**src/design/hng_pkg.sv**
```systemverilog
// Shared types and constants of the hysteresis noise gate.
package hng_pkg;

  // Guard bits below the sample LSB in the filter and envelope memories.
  localparam int GUARD_BITS = 15;

  // Configuration register map.
  localparam int CFG_IDX_BITS = 4;

  typedef enum logic [CFG_IDX_BITS-1:0] {
    REG_OPEN_THR    = 4'd0,
    REG_CLOSE_THR   = 4'd1,
    REG_DET_ATTACK  = 4'd2,
    REG_DET_RELEASE = 4'd3,
    REG_GAIN_OPEN   = 4'd4,
    REG_GAIN_CLOSE  = 4'd5,
    REG_HP_COEF     = 4'd6,
    REG_LP_COEF     = 4'd7
  } reg_idx_t;

  // Register values after reset.
  localparam logic [31:0] RST_OPEN_THR    = 32'd8389;
  localparam logic [31:0] RST_CLOSE_THR   = 32'd3775;
  localparam logic [31:0] RST_DET_ATTACK  = 32'd231407;
  localparam logic [31:0] RST_DET_RELEASE = 32'd1589;
  localparam logic [31:0] RST_GAIN_OPEN   = 32'd345912;
  localparam logic [31:0] RST_GAIN_CLOSE  = 32'd1942;
  localparam logic [31:0] RST_HP_COEF     = 32'd216776;
  localparam logic [31:0] RST_LP_COEF     = 32'd4952891;

  // Sequencer states.
  typedef enum logic [7:0] {
    S_IDLE = 8'b0000_0001,
    S_PRE  = 8'b0000_0010,
    S_OPND = 8'b0000_0100,
    S_MLO  = 8'b0000_1000,
    S_MHI  = 8'b0001_0000,
    S_ACC  = 8'b0010_0000,
    S_UPD  = 8'b0100_0000,
    S_DONE = 8'b1000_0000
  } state_t;

  // Operations that the shared multiplier runs for one sample, in order.
  typedef enum logic [2:0] {
    OP_HP    = 3'd0,
    OP_LP    = 3'd1,
    OP_ENV   = 3'd2,
    OP_GAIN  = 3'd3,
    OP_AUDIO = 3'd4
  } op_t;

endpackage

```
**src/design/hysteresis_noise_gate.sv**
```systemverilog
// Noise gate with hysteresis: sidechain filters, envelope follower, gate and gain glide.
//
// One beat on the input channel carries a sidechain sample and an audio sample; one beat
// on the output channel returns the gated audio sample and the gate state. All work runs
// through a single shared multiplier under a small sequencer: five multiply-and-update
// steps per sample (high-pass, low-pass, envelope, gain, audio times gain), each running
// through the states PRE, OPND, MLO, MHI, ACC and UPD because the wide operand is
// multiplied in two halves. The input is not ready while an item is in work. The
// result sits in an output register, so a new sample is taken while the last result
// still waits. Configuration writes are taken in any cycle and belong in idle periods.
module hysteresis_noise_gate #(
  parameter int SAMPLE_BITS = 24,
  parameter int COEF_BITS   = 24,
  localparam int CFG_BITS   = (SAMPLE_BITS - 1 > COEF_BITS) ? SAMPLE_BITS - 1 : COEF_BITS
) (
  input  logic                              clk,
  input  logic                              rst_n,
  // Configuration write channel
  input  logic                              cfg_valid,
  output logic                              cfg_ready,
  input  logic [hng_pkg::CFG_IDX_BITS-1:0]  cfg_index,
  input  logic [CFG_BITS-1:0]               cfg_data,
  // Input channel
  input  logic                              in_valid,
  output logic                              in_ready,
  input  logic signed [SAMPLE_BITS-1:0]     in_sidechain_sample,
  input  logic signed [SAMPLE_BITS-1:0]     in_audio_sample,
  // Output channel
  output logic                              out_valid,
  input  logic                              out_ready,
  output logic signed [SAMPLE_BITS-1:0]     out_gated_sample,
  output logic                              out_gate_is_open
);

  import hng_pkg::*;

  // Widths: memory, operand, coefficient, operand halves, product, accumulator, sums.
  localparam int GB  = GUARD_BITS;
  localparam int MW  = SAMPLE_BITS + GB + 1;
  localparam int DW0 = MW + 1;
  localparam int DW  = (DW0 > COEF_BITS + 2) ? DW0 : COEF_BITS + 2;
  localparam int CW  = COEF_BITS + 1;
  localparam int CH  = DW / 2;
  localparam int HW  = DW - CH;
  localparam int AW  = HW + 1;
  localparam int PW  = AW + CW + 1;
  localparam int FW  = DW + CW + 1;
  localparam int SW  = DW + 3;

  localparam logic signed [SW-1:0] MEM_MAX_S = {{(SW-MW+1){1'b0}}, {(MW-1){1'b1}}};
  localparam logic signed [SW-1:0] MEM_MIN_S = {{(SW-MW+1){1'b1}}, {(MW-1){1'b0}}};
  localparam logic signed [SW-1:0] SMP_MAX_S =
    {{(SW-SAMPLE_BITS+1){1'b0}}, {(SAMPLE_BITS-1){1'b1}}};
  localparam logic signed [SW-1:0] SMP_MIN_S =
    {{(SW-SAMPLE_BITS+1){1'b1}}, {(SAMPLE_BITS-1){1'b0}}};
  localparam logic signed [SW-1:0] UNITY_S = {{(SW-COEF_BITS-1){1'b0}}, 1'b1, {COEF_BITS{1'b0}}};
  localparam logic signed [SW-1:0] ZERO_S  = '0;

  function automatic logic signed [SW-1:0] clamp(input logic signed [SW-1:0] v,
                                                 input logic signed [SW-1:0] lo,
                                                 input logic signed [SW-1:0] hi);
    return (v < lo) ? lo : ((v > hi) ? hi : v);
  endfunction

  // Configuration registers
  logic [SAMPLE_BITS-2:0] open_thr_r, close_thr_r;
  logic [COEF_BITS-1:0]   det_attack_r, det_release_r, gain_open_r, gain_close_r;
  logic [COEF_BITS-1:0]   hp_coef_r, lp_coef_r;

  // Sequencer and model state
  state_t                   state_r, state_nxt;
  op_t                      op_r, op_nxt;
  logic [SAMPLE_BITS-1:0]   in_sc_r, in_au_r;
  logic signed [MW-1:0]     hp_r, lp_r, env_r;
  logic                     open_r, open_nxt;
  logic [COEF_BITS:0]       gain_r;

  // Datapath registers
  logic signed [DW-1:0]     aux_r, opnd_r;
  logic [CW-1:0]            coef_r;
  logic signed [PW-1:0]     prod_r;
  logic signed [FW-1:0]     acc_r;
  logic [SAMPLE_BITS-1:0]   y_r;

  // Output register
  logic                     out_valid_r, out_open_r;
  logic [SAMPLE_BITS-1:0]   out_sample_r;
  logic                     out_free;

  // Sign-extended views of the state and operands
  logic signed [SW-1:0] x_s, au_s, hp_s, lp_s, env_s, gain_s, aux_s, base_s;
  logic signed [SW-1:0] thr_open_s, thr_close_s, abs_lp_s, diff_s, mres_s, sum_s;
  logic signed [SW-1:0] aux_nxt, upd_nxt;
  logic [CW-1:0]        coef_nxt;
  logic signed [AW-1:0] mul_a;
  logic signed [PW-1:0] mul_p;

  assign x_s    = SW'($signed({in_sc_r, {GB{1'b0}}}));
  assign au_s   = SW'($signed(in_au_r));
  assign hp_s   = SW'(hp_r);
  assign lp_s   = SW'(lp_r);
  assign env_s  = SW'(env_r);
  assign gain_s = SW'($signed({1'b0, gain_r}));
  assign aux_s  = SW'(aux_r);

  assign thr_open_s  = SW'($signed({1'b0, open_thr_r, {GB{1'b0}}}));
  assign thr_close_s = SW'($signed({1'b0, close_thr_r, {GB{1'b0}}}));

  // Hysteresis decision on the freshly updated envelope.
  assign open_nxt = open_r ? !(env_s < thr_close_s) : (env_s >= thr_open_s);

  assign abs_lp_s = (lp_s < ZERO_S) ? -lp_s : lp_s;

  // Memory or gain that the current operation moves.
  always_comb begin
    case (op_r)
      OP_HP:   base_s = hp_s;
      OP_LP:   base_s = lp_s;
      OP_ENV:  base_s = env_s;
      OP_GAIN: base_s = gain_s;
      default: base_s = ZERO_S;
    endcase
  end

  // Target value of the current operation.
  always_comb begin
    case (op_r)
      OP_HP:   aux_nxt = x_s;
      OP_LP:   aux_nxt = clamp(x_s - hp_s, MEM_MIN_S, MEM_MAX_S);
      OP_ENV:  aux_nxt = clamp(abs_lp_s, ZERO_S, MEM_MAX_S);
      OP_GAIN: aux_nxt = open_nxt ? UNITY_S : ZERO_S;
      default: aux_nxt = au_s;
    endcase
  end

  // Operand and coefficient for the multiplier.
  assign diff_s = aux_s - base_s;

  always_comb begin
    case (op_r)
      OP_HP:   coef_nxt = {1'b0, hp_coef_r};
      OP_LP:   coef_nxt = {1'b0, lp_coef_r};
      OP_ENV:  coef_nxt = (aux_s > base_s) ? {1'b0, det_attack_r} : {1'b0, det_release_r};
      OP_GAIN: coef_nxt = (aux_s > base_s) ? {1'b0, gain_open_r} : {1'b0, gain_close_r};
      default: coef_nxt = gain_r;
    endcase
  end

  // Shared multiplier: low half unsigned first, then the signed high half.
  assign mul_a = (state_r == S_MLO) ? AW'($signed({1'b0, opnd_r[CH-1:0]}))
                                    : AW'($signed(opnd_r[DW-1:CH]));
  assign mul_p = mul_a * $signed({1'b0, coef_r});

  // Floor of the product over 2^COEF_BITS, added to the memory and saturated.
  assign mres_s = SW'($signed(acc_r[FW-1:COEF_BITS]));
  assign sum_s  = base_s + mres_s;

  always_comb begin
    case (op_r)
      OP_HP, OP_LP: upd_nxt = clamp(sum_s, MEM_MIN_S, MEM_MAX_S);
      OP_ENV:       upd_nxt = clamp(sum_s, ZERO_S, MEM_MAX_S);
      OP_GAIN:      upd_nxt = clamp(sum_s, ZERO_S, UNITY_S);
      default:      upd_nxt = clamp(mres_s, SMP_MIN_S, SMP_MAX_S);
    endcase
  end

  // Operation order within one sample.
  always_comb begin
    case (op_r)
      OP_HP:   op_nxt = OP_LP;
      OP_LP:   op_nxt = OP_ENV;
      OP_ENV:  op_nxt = OP_GAIN;
      OP_GAIN: op_nxt = OP_AUDIO;
      default: op_nxt = OP_HP;
    endcase
  end

  assign out_free = !out_valid_r || out_ready;

  // Sequencer next state.
  always_comb begin
    state_nxt = state_r;
    case (state_r)
      S_IDLE: if (in_valid) state_nxt = S_PRE;
      S_PRE:  state_nxt = S_OPND;
      S_OPND: state_nxt = S_MLO;
      S_MLO:  state_nxt = S_MHI;
      S_MHI:  state_nxt = S_ACC;
      S_ACC:  state_nxt = S_UPD;
      S_UPD: begin
        state_nxt = (op_r == OP_AUDIO) ? S_DONE : S_PRE;
      end
      S_DONE: if (out_free) state_nxt = S_IDLE;
      default: state_nxt = S_IDLE;
    endcase
  end

  // Control state and model state.
  always_ff @(posedge clk) begin
    if (!rst_n) begin
      state_r <= S_IDLE;
      op_r    <= OP_HP;
      hp_r    <= '0;
      lp_r    <= '0;
      env_r   <= '0;
      open_r  <= 1'b0;
      gain_r  <= '0;
    end else begin
      state_r <= state_nxt;
      if (state_r == S_IDLE) begin
        op_r <= OP_HP;
      end else if (state_r == S_UPD) begin
        op_r <= op_nxt;
      end
      if (state_r == S_PRE && op_r == OP_GAIN) begin
        open_r <= open_nxt;
      end
      if (state_r == S_UPD) begin
        case (op_r)
          OP_HP:   hp_r   <= upd_nxt[MW-1:0];
          OP_LP:   lp_r   <= upd_nxt[MW-1:0];
          OP_ENV:  env_r  <= upd_nxt[MW-1:0];
          OP_GAIN: gain_r <= upd_nxt[COEF_BITS:0];
          default: ;
        endcase
      end
    end
  end

  // Datapath registers; payload only, no reset needed.
  always_ff @(posedge clk) begin
    if (state_r == S_IDLE && in_valid) begin
      in_sc_r <= in_sidechain_sample;
      in_au_r <= in_audio_sample;
    end
    if (state_r == S_PRE) begin
      aux_r <= aux_nxt[DW-1:0];
    end
    if (state_r == S_OPND) begin
      opnd_r <= diff_s[DW-1:0];
      coef_r <= coef_nxt;
    end
    if (state_r == S_MLO || state_r == S_MHI) begin
      prod_r <= mul_p;
    end
    if (state_r == S_MHI) begin
      acc_r <= FW'(prod_r);
    end else if (state_r == S_ACC) begin
      acc_r <= acc_r + (FW'(prod_r) <<< CH);
    end
    if (state_r == S_UPD && op_r == OP_AUDIO) begin
      y_r <= upd_nxt[SAMPLE_BITS-1:0];
    end
  end

  // Output register: loaded when the sequencer finishes and the slot is free.
  always_ff @(posedge clk) begin
    if (!rst_n) begin
      out_valid_r <= 1'b0;
    end else if (state_r == S_DONE && out_free) begin
      out_valid_r <= 1'b1;
    end else if (out_ready) begin
      out_valid_r <= 1'b0;
    end
  end

  always_ff @(posedge clk) begin
    if (state_r == S_DONE && out_free) begin
      out_sample_r <= y_r;
      out_open_r   <= open_r;
    end
  end

  // Configuration registers; unknown indexes are ignored.
  always_ff @(posedge clk) begin
    if (!rst_n) begin
      open_thr_r     <= RST_OPEN_THR[SAMPLE_BITS-2:0];
      close_thr_r    <= RST_CLOSE_THR[SAMPLE_BITS-2:0];
      det_attack_r   <= RST_DET_ATTACK[COEF_BITS-1:0];
      det_release_r  <= RST_DET_RELEASE[COEF_BITS-1:0];
      gain_open_r    <= RST_GAIN_OPEN[COEF_BITS-1:0];
      gain_close_r   <= RST_GAIN_CLOSE[COEF_BITS-1:0];
      hp_coef_r      <= RST_HP_COEF[COEF_BITS-1:0];
      lp_coef_r      <= RST_LP_COEF[COEF_BITS-1:0];
    end else if (cfg_valid) begin
      case (cfg_index)
        REG_OPEN_THR:    open_thr_r    <= cfg_data[SAMPLE_BITS-2:0];
        REG_CLOSE_THR:   close_thr_r   <= cfg_data[SAMPLE_BITS-2:0];
        REG_DET_ATTACK:  det_attack_r  <= cfg_data[COEF_BITS-1:0];
        REG_DET_RELEASE: det_release_r <= cfg_data[COEF_BITS-1:0];
        REG_GAIN_OPEN:   gain_open_r   <= cfg_data[COEF_BITS-1:0];
        REG_GAIN_CLOSE:  gain_close_r  <= cfg_data[COEF_BITS-1:0];
        REG_HP_COEF:     hp_coef_r     <= cfg_data[COEF_BITS-1:0];
        REG_LP_COEF:     lp_coef_r     <= cfg_data[COEF_BITS-1:0];
        default: ;
      endcase
    end
  end

  // Ports
  assign cfg_ready        = 1'b1;
  assign in_ready         = (state_r == S_IDLE);
  assign out_valid        = out_valid_r;
  assign out_gated_sample = $signed(out_sample_r);
  assign out_gate_is_open = out_open_r;

endmodule

```
**config.mk**
```make
export PLATFORM = sky130hd
export DESIGN_NAME = hysteresis_noise_gate
export DESIGN_NICKNAME = d
export VERILOG_FILES = /design/src/design/hng_pkg.sv /design/src/design/hysteresis_noise_gate.sv
export SDC_FILE = /design/constraint.sdc
export NUM_CORES = 2
export LEC_CHECK = 0
export ABC_CLOCK_PERIOD_IN_PS = 14100
export BUFFER_PORTS_ARGS = -buffer_cell sky130_fd_sc_hd__buf_2
export CAP_MARGIN = 25
export CORE_MARGIN = 2
export CORE_UTILIZATION = 51
export DETAILED_ROUTE_END_ITERATION = 8
export HOLD_SLACK_MARGIN = 0.08
export PLACE_DENSITY = 0.67
export SLEW_MARGIN = 20
export SYNTH_ARGS = -nofsm -noshare
export SYNTH_HDL_FRONTEND = slang
export SYNTH_SLANG_ARGS = --single-unit
```
**constraint.sdc**
```tcl
create_clock -name clk -period 14.1 [get_ports clk]
set_input_delay 1.41 -clock clk [delete_from_list [all_inputs] [get_ports clk]]
set_output_delay 1.41 -clock clk [all_outputs]
set_load 0.05 [all_outputs]
```
# Word level (Yosys, flattened, before mapping)
# Index checks and enable logic that the tools add are counted.
word_totals:
  register_bits: 667
  latch_bits: 0
  ram_bits: 0
  mem_bits_ro: 0
  input_bits: 81
  mem_count: 0
op_classes:
  add_sub_neg: 5
  n_mul: 1
  div_mod_pow: 0
  order_cmp: 14
  eq_ne: 21
  n_shift: 0
  muxes: 30
  n_bitwise: 1
  reduce_logical: 27
ops:
  columns: ["cell", "count"]
  rows:
  - ["2-to-1 mux 40 bit", 7]
  - ["one-hot mux 44 bit (4 select lines)", 1]
  - ["2-to-1 mux 41 bit", 4]
  - ["one-hot mux 41 bit (4 select lines)", 1]
  - ["2-to-1 mux 67 bit", 2]
  - ["one-hot mux 40 bit (3 select lines)", 1]
  - ["one-hot mux 25 bit (4 select lines)", 1]
  - ["greater-than comparator 44 x 40 -> 1 bit (second input constant)", 2]
  - ["less-than comparator 44 x 1 -> 1 bit (second input constant)", 2]
  - ["adder 67 bit", 1]
  - ["one-hot mux 8 bit (8 select lines)", 1]
  - ["multiplier 22 x 26 -> 48 bit", 1]
  - ["2-to-1 mux 24 bit", 2]
  - ["adder 44 x 43 -> 44 bit", 1]
  - ["greater-than comparator 41 x 44 -> 1 bit", 1]
  - ["greater-than comparator 44 x 26 -> 1 bit (second input constant)", 1]
  - ["less-than comparator 44 x 40 -> 1 bit (second input constant)", 1]
  - ["2-to-1 mux 44 bit", 1]
  - ["negator 40 -> 44 bit", 1]
  - ["greater-than comparator 43 x 24 -> 1 bit (second input constant)", 1]
  - ["less-than comparator 43 x 24 -> 1 bit (second input constant)", 1]
  - ["greater-than comparator 41 x 40 -> 1 bit (second input constant)", 1]
  - ["less-than comparator 41 x 40 -> 1 bit (second input constant)", 1]
  - ["subtractor 39 x 40 -> 41 bit", 1]
  - ["33 further kinds", 62]

# Logic depth before layout (Yosys ltp)
depth:
  depth_word: 7
  ltp_mapped: 34
  mapped_depth_nobuf: 32

# Worst setup path after synthesis
# OpenSTA, ideal clock, no wires.
synth_path:
  path_type: "register to register"
  start: "register state_r[4]"
  end: "register prod_r[46] (data pin)"
  setup_time_ns: 0.258
  t_arrival_ns: 8.841
  required_time_ns: 13.842
  slack_ns: 5.001
  stages_incl_launch_ff: 32
  synth_period_minus_slack_ns: 9.099
  cell_sequence: "dfxtp_1 or4_1 nor3_1 nand3b_1 clkbuf_1 and2_1 clkbuf_1 buf_1 nand2_1 fa_1 fa_1 inv_1 fa_1 fa_1 fa_1 fa_1 inv_1 fa_1 inv_1 ha_1 a21o_1 a21o_1 a21oi_1 nor2b_1 o21a_1 a2111oi_0 o41ai_1 a221oi_1 o21ai_1 a221o_1 a21oi_1 xnor2_1"
synth_via:
  elab_chain_len: 3
synth_rtl:
  columns: ["element", "line", "rtl"]
  rows:
  - ["start: declaration", "hysteresis_noise_gate.sv:71", "state_t state_r, state_nxt;"]
  - ["start signal: assignment", "hysteresis_noise_gate.sv:209", "state_r <= state_nxt;"]
  - ["== test 8 x 4 -> 1 bit", "hysteresis_noise_gate.sv:150", "assign mul_a = (state_r == S_MLO) ? AW'($signed({1'b0, opnd_r[CH-1:0]}))"]
  - ["2-to-1 mux 22 bit", "hysteresis_noise_gate.sv:150", null]
  - ["multiplier 22 x 26 -> 48 bit", "hysteresis_noise_gate.sv:152", "assign mul_p = mul_a * $signed({1'b0, coef_r});"]
  - ["via mul_p[46]", "hysteresis_noise_gate.sv:96", "logic signed [PW-1:0] mul_p;"]
  - ["end signal: assignment", "hysteresis_noise_gate.sv:244", "prod_r <= mul_p;"]
  - ["end: declaration", "hysteresis_noise_gate.sv:81", "logic signed [PW-1:0] prod_r;"]
# The timed path passes the listed nets, and every way through them passes these cells.
# A chain may end at the register's enable or synchronous reset.

# Final worst setup path
# Same ends and word-level chain as after synthesis.

==> metrics.cfg <==
[global_route]
antenna_found_initial = 5
overflow = 0
grt_pass1_wl_um = 274000
grt_pass1_vias = 44314
grt_start_max_net_pins = 74
grt_usage_pct = 32.7

[setup_path]
cp.required_ps = 14500
path_class = reg2reg
worstPathMaxFanout = 30
crit_slowest_cell = a2111oi_0
crit_path_max_incr_delay_ps = 820
crit_top_cell = fa_1
cp_data_arrival_time_ps = 11160
crit_path_start_kind = flop
cp-end-kind = flop

[synth]
synth_edf_count = 299
synth-seq-cells = 647
avgSynthCellArea_um2 = 8.89
ys_warn_count = 0
ys_types = 93
synth_ff_type = dfxtp_1
synthMuxAreaShare_pct = 2.24
synth_fa_ha_area_share_pct = 25.9
async_flop_share_pct = 0
synth_fp_nets = 7091
synth_top_family_by_area = adder cells
syn-cell-area_um2 = 54700
synth_xor_area_share_pct = 3.44
syn_inst = 6153
ys_seq_area_share_pct = 29.1
synth-compound-area-share_pct = 15.6
synth-simple-area-share_pct = 16.4

[route]
routed_wl_um = 181000
drc = 0
wire_per_inst_um = 24.1
routed-via-count = 45576
drt-initial-drc-count = 5012
vias_per_cell = 6.05
antenna_left = 0
first_pass_iters = 6

[timing]
rsz0062_at_grt = false
period_needed_ps = 10760
finalHoldViolCount = 0
fin_setup_tns_ps = 0
finClkSkew_ps = 45.5
slew_headroom_pct = 22.0
slew_violations = 0
final-setup-viol-count = 0
worst_pin_slew_ps = 1170
clock.fmax_mhz = 92.9
final.period_utilization_pct = 76.3

[floorplanning]
fp.dieH_um = 332
rows = 120
die-area_um2 = 110000
initial_core_util_pct = 51.2
ios = 109
die_x_um = 332
coreArea_um2 = 107000

[clocking]
clkTransAtPathRegs_ps = 60
cts_tree = built
h-tree-depth = 3
numCtsBuffers = 74
cts-resized-gates = 0
postCtsSetupRepairBufs = 0
root_buffer = clkbuf_16
clk_latency_ps = 670
cts.sinks = 647
ctsLongestPathBuffers = 3
holdBufCountCts = 0

[cells_and_area]
diodes = 0
layoutNonFillerInstCount = 7531
area_growth_pct = 7.61
stdcell_area_um2 = 58900
fin_nets = 7011
num-fill-cells = 9703
drive_above_1_share_pct = 6.07

[placed_design]
routabilityCongestion = 1.02
hpwlAfterDp_um = 140000
place_inst = 7386
port_buffers = 107
place_area_um2 = 56200

[power_and_ir_drop]
powerDensity_nw_per_um2 = 99.1
max-vdd-ir-drop_mv = 0.110
leakagePower_uw = 0.0258

[min_path]
hold_path_class = reg2reg

[flow_run]
maxCapViolations = 0

[run_status]
status = complete, no violations

==> cell families (layout without fill, tap and decap cells) <==
logic type	count (synthesis)	count (layout)
adders and majority gates	857	857
buffers and inverters	1022	997
xor gates and xnor gates	215	215
DFF	647	647
AOI/OAI and AO/OA	1355	1355
muxes	120	120
other	1	1
and+or+nand+nor	1936	1936
==> worst max-delay path: cells and delay by family (launching register included) <==
| kind | cells | cell delay, ps |
|---|---|---|
| AOI/OAI and AO/OA | 9 | 2980 |
| DFF | 1 | 330 |
| buffers and inverters | 5 | 1270 |
| adders and majority gates | 8 | 4080 |
| xor gates and xnor gates | 1 | 100 |
| and+or+nand+nor | 6 | 1720 |
==> metal layers <==
layer | routed length, um | GRT usage [%] | part of all wire [%]
met1 | 74300 | 44.4 | 41
met3 | 14900 | 4.55 | 8.2
met2 | 81600 | 51.3 | 45
met5 | 38 | 0 | 0.021
met4 | 10400 | 16.6 | 5.7
==> sequential cells by signal, indices dropped and copies added (netlist names), 24 cells and up <==
register / cells
lp_coef_r: 24
det_attack_r: 24
hp_coef_r: 24
y_r: 24
out_gated_sample: 24
hp_r: 40
coef_r: 25
prod_r: 48
env_r: 40
lp_r: 40
aux_r: 41
in_sc_r: 24
gain_open_r: 24
acc_r: 47
opnd_r: 41
gain_close_r: 24
det_release_r: 24
in_au_r: 24
gain_r: 25
==> Yosys cell counts (16+ instances only) <==
master    number  area, um2
a211oi_1      35        263
mux2i_1       99        991
or4_1         18        135
edfxtp_1     299       8980
and3_1        41        257
dfxtp_1      348       6970
o22ai_1       48        300
and4_1        16        140
clkbuf_1     287       1080
o21bai_1      27        203
nand3_1      122        611
o31ai_1       26        195
xnor2_1      120       1050
ha_1         396       4950
a31oi_1       24        150
fa_1         461       9230
o21a_1        29        218
o21ai_0      329       1650
mux2_2        21        236
o22a_1        27        236
nand4_1       42        263
nand2b_1      51        319
inv_1        687       2580
nor3_1        47        235
buf_4         16        120
xor2_1        95        832
a21o_1       134       1010
and2_1       237       1480
a22o_1        26        228
nor2_1       232        871
nor2b_1       35        219
a221oi_1      49        429
o211ai_1      37        278
nor4_1        30        188
a21oi_1      421       2110
a211o_1       19        166
nand2_1     1001       3760
==> layout by cell type (no fill, tap or decap), drive strengths merged, types with 27 or more instances in the layout <==
cell type  count
nor4          32
ha           396
nand3        122
nand2       1001
o31ai         28
inv          692
a21oi        421
xor2          95
nor3          48
dfxtp        348
clkbuf       102
o21a          29
xnor2        120
mux2i         99
o22ai         48
nand4         42
nor2b         35
o21bai        27
and2         238
o22a          27
and3          41
nand2b        51
o211ai        38
buf          177
a211oi        35
nor2         232
fa           461
edfxtp       299
a21o         134
a221oi        50
o21ai        335
==> metrics by stage <==
| stage | worst slack, ps | util [%] | power [uW] | hold WS (ps) |
|---|---|---|---|---|
| after global placement | 3610 | 52.6 | 3860 | 402 |
| after global routing | 2700 | 55.1 | 6090 | 417 |
| after detailed placement | 3480 | 52.6 | 3880 | 405 |
| after CTS | 3460 | 55.0 | 5840 | 414 |
| after floorplan | 5000 | - | 3340 | 400 |
| final | 3340 | 55.1 | 5830 | 415 |
==> area by class of cell <==
class	instances	area, um2	area share (%)
repair buffers	178	1180	2.00
clock inverters	30	333	0.565
inverters	688	2580	4.39
clock buffers	101	2130	3.62
well taps	1403	1760	2.98
multi-input cells	4484	34900	59.3
flip-flops and latches	647	15900	27.1
==> report_power, final <==
part / internal, uW / switching, uW
Clock: 1130 / 832
Sequential: 2100 / 48.5
Combinational: 632 / 1090
Total: 3860 / 1970
==> path summary, 6_finish.rpt <==
path / startpoint / to / slack [ps] / cells past startpoint
worst min register to register: y_r[3] / out_gated_sample[3] / 420 / 0
worst min-delay path: y_r[3] / out_gated_sample[3] / 420 / 0
worst max-delay path: state_r[4] / prod_r[46] / 3340 / 29
worst max register to register: state_r[4] / prod_r[46] / 3340 / 29
Power figures use the tool's default switching activity.
